--- src/rwmc_ram.sv ---
// ----------------------------------------------------------------------------
// rwmc_ram
// generic single-port ram with registered read data
// ----------------------------------------------------------------------------
module rwmc_ram #(
  parameter int WIDTH = 8,
  parameter int DEPTH = 256
) (
  input  logic                     clk_i,
  input  logic                     we_i,
  input  logic [$clog2(DEPTH)-1:0] addr_i,
  input  logic [WIDTH-1:0]         wdata_i,
  output logic [WIDTH-1:0]         rdata_o
);

  logic [WIDTH-1:0] mem_q [DEPTH];
  logic [WIDTH-1:0] rdata_q;

  always_ff @(posedge clk_i) begin
    if (we_i) begin
      mem_q[addr_i] <= wdata_i;
    end
    rdata_q <= mem_q[addr_i];
  end

  assign rdata_o = rdata_q;

endmodule

--- config.mk ---
export PLATFORM = sky130hd
export DESIGN_NAME = rwmc_ram
export DESIGN_NICKNAME = d
export VERILOG_FILES = /design/src/rwmc_ram.sv
export SDC_FILE = /design/constraint.sdc
export NUM_CORES = 2
export LEC_CHECK = 0
export ABC_AREA = 1
export BUFFER_PORTS_ARGS = -buffer_cell sky130_fd_sc_hd__buf_2
export CORE_AREA = 2 2 383 385
export DETAILED_ROUTE_END_ITERATION = 8
export DIE_AREA = 0 0 385 387
export PLACE_DENSITY_LB_ADDON = 0.2
export SYNTH_ARGS = -nofsm -noshare
export SYNTH_HDL_FRONTEND = slang
export SYNTH_SLANG_ARGS = --single-unit
export TNS_END_PERCENT = 5
--- constraint.sdc ---
create_clock -name clk_i -period 4.7 [get_ports clk_i]
set_clock_uncertainty 0.15 [all_clocks]
set_input_delay 0.705 -clock clk_i [delete_from_list [all_inputs] [get_ports clk_i]]
set_output_delay 0.705 -clock clk_i [all_outputs]
set_load 0.02 [all_outputs]
### Word-level counts from Yosys, hierarchy flattened

Memories as Yosys holds them, arrays and structs flattened. A register that Yosys moved wholly into a read port is not among the register bits.
Cells that the tools add are included.

| cells by class | value |
|---|---|
| mux-type cells | 2 |

Operator list:

| cell | count |
|---|---|
| two-way mux 1 bit | 2 |

| storage, ports and cells | value |
|---|---|
| RAM bits | 2048 |
| input bits | 18 |
| memories kept | 1 |
| register bits | 0 |

Memories:

| memory | words | bits a word | read ports | clocked after Yosys merged registers in | write ports | line | RTL |
|---|---|---|---|---|---|---|---|
| mem_q | 256 | 8 | 1 | 1 | 1 | 16 | `logic [WIDTH-1:0] mem_q [DEPTH];` |

### Logic depth before layout (Yosys ltp)

| depth | value |
|---|---|
| word-level depth | 2 |
| mapped depth | 15 |

### Worst setup path after synthesis

Ideal clock, no wire load.

| path | value |
|---|---|
| kind | input to register |
| from | in addr_i[1] |
| to | mem mem_q[234][0] (enable) |
| buffers on the path | 4 |
| slack | 2005 ps |
| stages on the path | 10 |
| arrival time | 2175 ps |
| data required time | 4180 ps |
| library setup time | 370 ps |
| cell sequence | buf_4 > inv_4 > nor2_8 > buf_4 > buf_4 > inv_2 > nor2_1 > nand2_1 > clkbuf_1 > nor2_1 |

RTL lines:

| element | line | RTL |
|---|---|---|
| from (decl) | 11 | `input logic [$clog2(DEPTH)-1:0] addr_i,` |
| to (decl) | 16 |  |

Straight into the memory's write port.

==> impl_metrics.yaml <==
finish:
  nets: 8029
  layout-drive-gt1-share_pct: 5.97
  fillers: 10852
  layout-area-overhead-vs-synth_pct: 10.4
  fin_util_pct: 64.7
critical_path:
  crit_start: "addr_i[0]"
  worst_ep_required_time_ns: 5.25
  r2r-end: "rdata_o[7]"
  cp-start-kind: "primary input"
  path_max_fanout: 71
  crit_type: "primary input to register"
  reg2reg_depth: 12
  reg2reg_slack_ns: 1.97
  endpoint: "rdata_o[2]"
  reg2reg_from: "mem_q[183][7]"
  arrival_ns: 3.86
  end_kind: "register"
clocking:
  cts_tree: "done"
  htreeDepth: 4
  cts_setup_buffers: 0
  holdBufCountCts: 0
  clkSinkCount: 2056
  clockRootBuffer: "clkbuf_16"
  insertion_delay_ns: 0.83
  post_cts_resize_count: 0
  cts_max_path_buffers: 3
  cts-buffers-inserted: 199
  clkSlewWorstSetupHoldPaths_ns: 0.06
outcome:
  outcome: "complete, no violations"
power:
  powerDensity_nw_per_um2: 402
  peakVddDrop_mv: 0.420
  pwr-share-seq_pct: 53.7
  power_switching_w: 0.00837
  leakage_nw: 37.2
  swShare_pct: 22.2
  intPower_w: 0.0293
  clockPowerShare_pct: 40.5
  share_comb_of_total_power_pct: 5.8
floorplan:
  io_pins: 26
  placementRows: 140
  core_um2: 145000
  initial_core_util_pct: 58.6
  fp.dieW_um: 385
  die_h_um: 387
  dieArea_um2: 149000
sta:
  slew_viol_final: 0
  grt_setup_unrepaired: "no"
  setup_viol: 0
  timing.final.crit_share_pct: 70.4
  final.min_clock_period_ns: 3.31
  tns_ns: 0
  maxSlewHeadroom_pct: 21.0
  worstMarginPinSlew_ns: 1.18
  hold_viol: 0
  fmax_ghz: 0.302
routing:
  drc: 0
  drt-initial-drc-count: 7128
  wl_met1_mm: 87.3
  routedWlPerCell_um: 21.5
  via_per_inst: 5.61
  dr.max_layer_used: "met5"
  wl_met2_mm: 101
  wl_met3_mm: 20.8
  via_count: 56651
  drt-pass1-iter-count: 7
  routed_wl_mm: 217
  postRouteAntennaNets: 0
synthesis:
  syn_area_um2: 84900
  syn_inst: 8021
  ys_seq_elements: 2056
  synth_nets: 8039
  syn_avg_cell_area_um2: 10.6
  synth.distinct_cells: 18
  synth_warnings: 0
  ys_seq_area_share_pct: 72.7
hold_path:
  worstHoldPathType: "primary input to register"
  hold_path_depth: 1
placed_design:
  hpwl_mm: 125
  io_buffers: 25
  place.gp.congestion: 0.861
global_routing:
  grt_pass1_vias: 53648
  gr-total-overflow: 0
  grt_usage_pct: 29.2
  antenna_found_initial: 6
  grt_pass1_wl_mm: 326
  grt_max_degree: 179
run:
  max_cap_violations: 0
-- metal layers --
layer / global-route usage (%) / up-vias
met3: 4.97 / 428
met1: 41.3 / 27152
met4: 10.6 / 10
li1: - / 26322
met2: 45.9 / 2739
met5: 0 / -
-- power by group through the flow --
stage,clock network [W],registers (W),logic (W)
CTS,0.0154,0.0202,0.00215
detailed placement,0,0.0206,0.00214
global placement,0,0.0206,0.00212
global route,0.0161,0.0202,0.00236
finish,0.0153,0.0202,0.00217
floorplan,0,0.0206,0.00115
-- metrics by stage --
stage	hold slack, ns	cell area, µm²	total power, W	std cells	worst slack (ns)
floorplan	0.638	84900	0.0218	8021	2.00
global placement	0.726	87500	0.0227	9727	0.659
detailed placement	0.726	87500	0.0228	9727	0.599
CTS	0.166	93700	0.0378	10091	1.46
global route	0.182	93700	0.0387	10092	1.27
finish	0.189	93700	0.0377	10092	1.39
-- critical path, cell delays in order --
cell     delay (ns)
buf_8          0.33
inv_8          0.26
buf_12         0.30
buf_4          0.29
nand2_1        0.10
nand2_1        0.05
nand2_1        0.05
nand2_1        0.06
nand2_1        0.06
nand2_1        0.09
o21ai_0        0.37
nand2_1        0.23
nor2_1         0.32
nor2_1         0.09
nor2_1         0.35
nand2_1        0.10
-- worst min-delay path by stage --
stage	start	to	slack, ns
after floorplan	mem_q[106][0]	rdata_o[0]	0.64
after global placement	mem_q[91][6]	rdata_o[6]	0.73
after detailed placement	mem_q[95][5]	rdata_o[5]	0.73
after CTS	wdata_i[1]	mem_q[241][1]	0.17
after global routing	wdata_i[1]	mem_q[228][1]	0.18
final	wdata_i[1]	mem_q[242][1]	0.19
-- logic make-up after synthesis --
logic type / after synthesis / share of synthesized area (%)
DFF: 2056 / 72.7
and+or+nand+nor: 5321 / 23.8
buffers and inverters: 452 / 2.36
AOI/OAI and AO/OA: 192 / 1.13
-- sequential cells by signal, indices dropped and copies added (netlist names) --
register,flops
rdata_o,8
mem_q,2048
-- cell usage in the layout, fill, tap and decap left out, drive strengths merged --
| cell | netlist | layout |
|---|---|---|
| bufinv | 0 | 11 |
| clkbuf | 170 | 259 |
| o21ai | 160 | 160 |
| nand2 | 4771 | 4771 |
| nor2 | 362 | 362 |
| clkinvlp | 0 | 4 |
| dfxtp | 8 | 8 |
| nand3 | 188 | 188 |
| buf | 247 | 206 |
| edfxtp | 2048 | 2048 |
| diode | 0 | 1 |
| a21oi | 32 | 32 |
| inv | 35 | 36 |
| clkinv | 0 | 89 |
-- synth_stat cells --
| master | count | area share [%] |
|---|---|---|
| nand2_4 | 1 | 0.013 |
| nor2_8 | 1 | 0.024 |
| nor2_1 | 361 | 1.6 |
| edfxtp_1 | 2048 | 72 |
| inv_1 | 31 | 0.14 |
| o21ai_0 | 41 | 0.24 |
| buf_4 | 6 | 0.053 |
| inv_2 | 2 | 0.0089 |
| dfxtp_1 | 8 | 0.19 |
| buf_2 | 182 | 1.1 |
| nand2_1 | 4770 | 21 |
| buf_1 | 52 | 0.23 |
| buf_6 | 7 | 0.093 |
| clkbuf_1 | 170 | 0.75 |
| o21ai_1 | 119 | 0.70 |
| inv_4 | 2 | 0.015 |
| nand3_1 | 188 | 1.1 |
| a21oi_1 | 32 | 0.19 |
-- final cells by class --
type | count | area (µm²) | area share (%)
clock inverter | 105 | 838 | 0.895
multi-input combinational | 5513 | 21300 | 22.7
antenna | 1 | 2.50 | 0.00267
tap | 1917 | 2400 | 2.56
clock buffer | 259 | 5350 | 5.71
sequential | 2056 | 61700 | 65.8
timing repair buffer | 206 | 2000 | 2.13
inverter | 35 | 165 | 0.176
No activity file was read; power rests on OpenSTA's default activity.
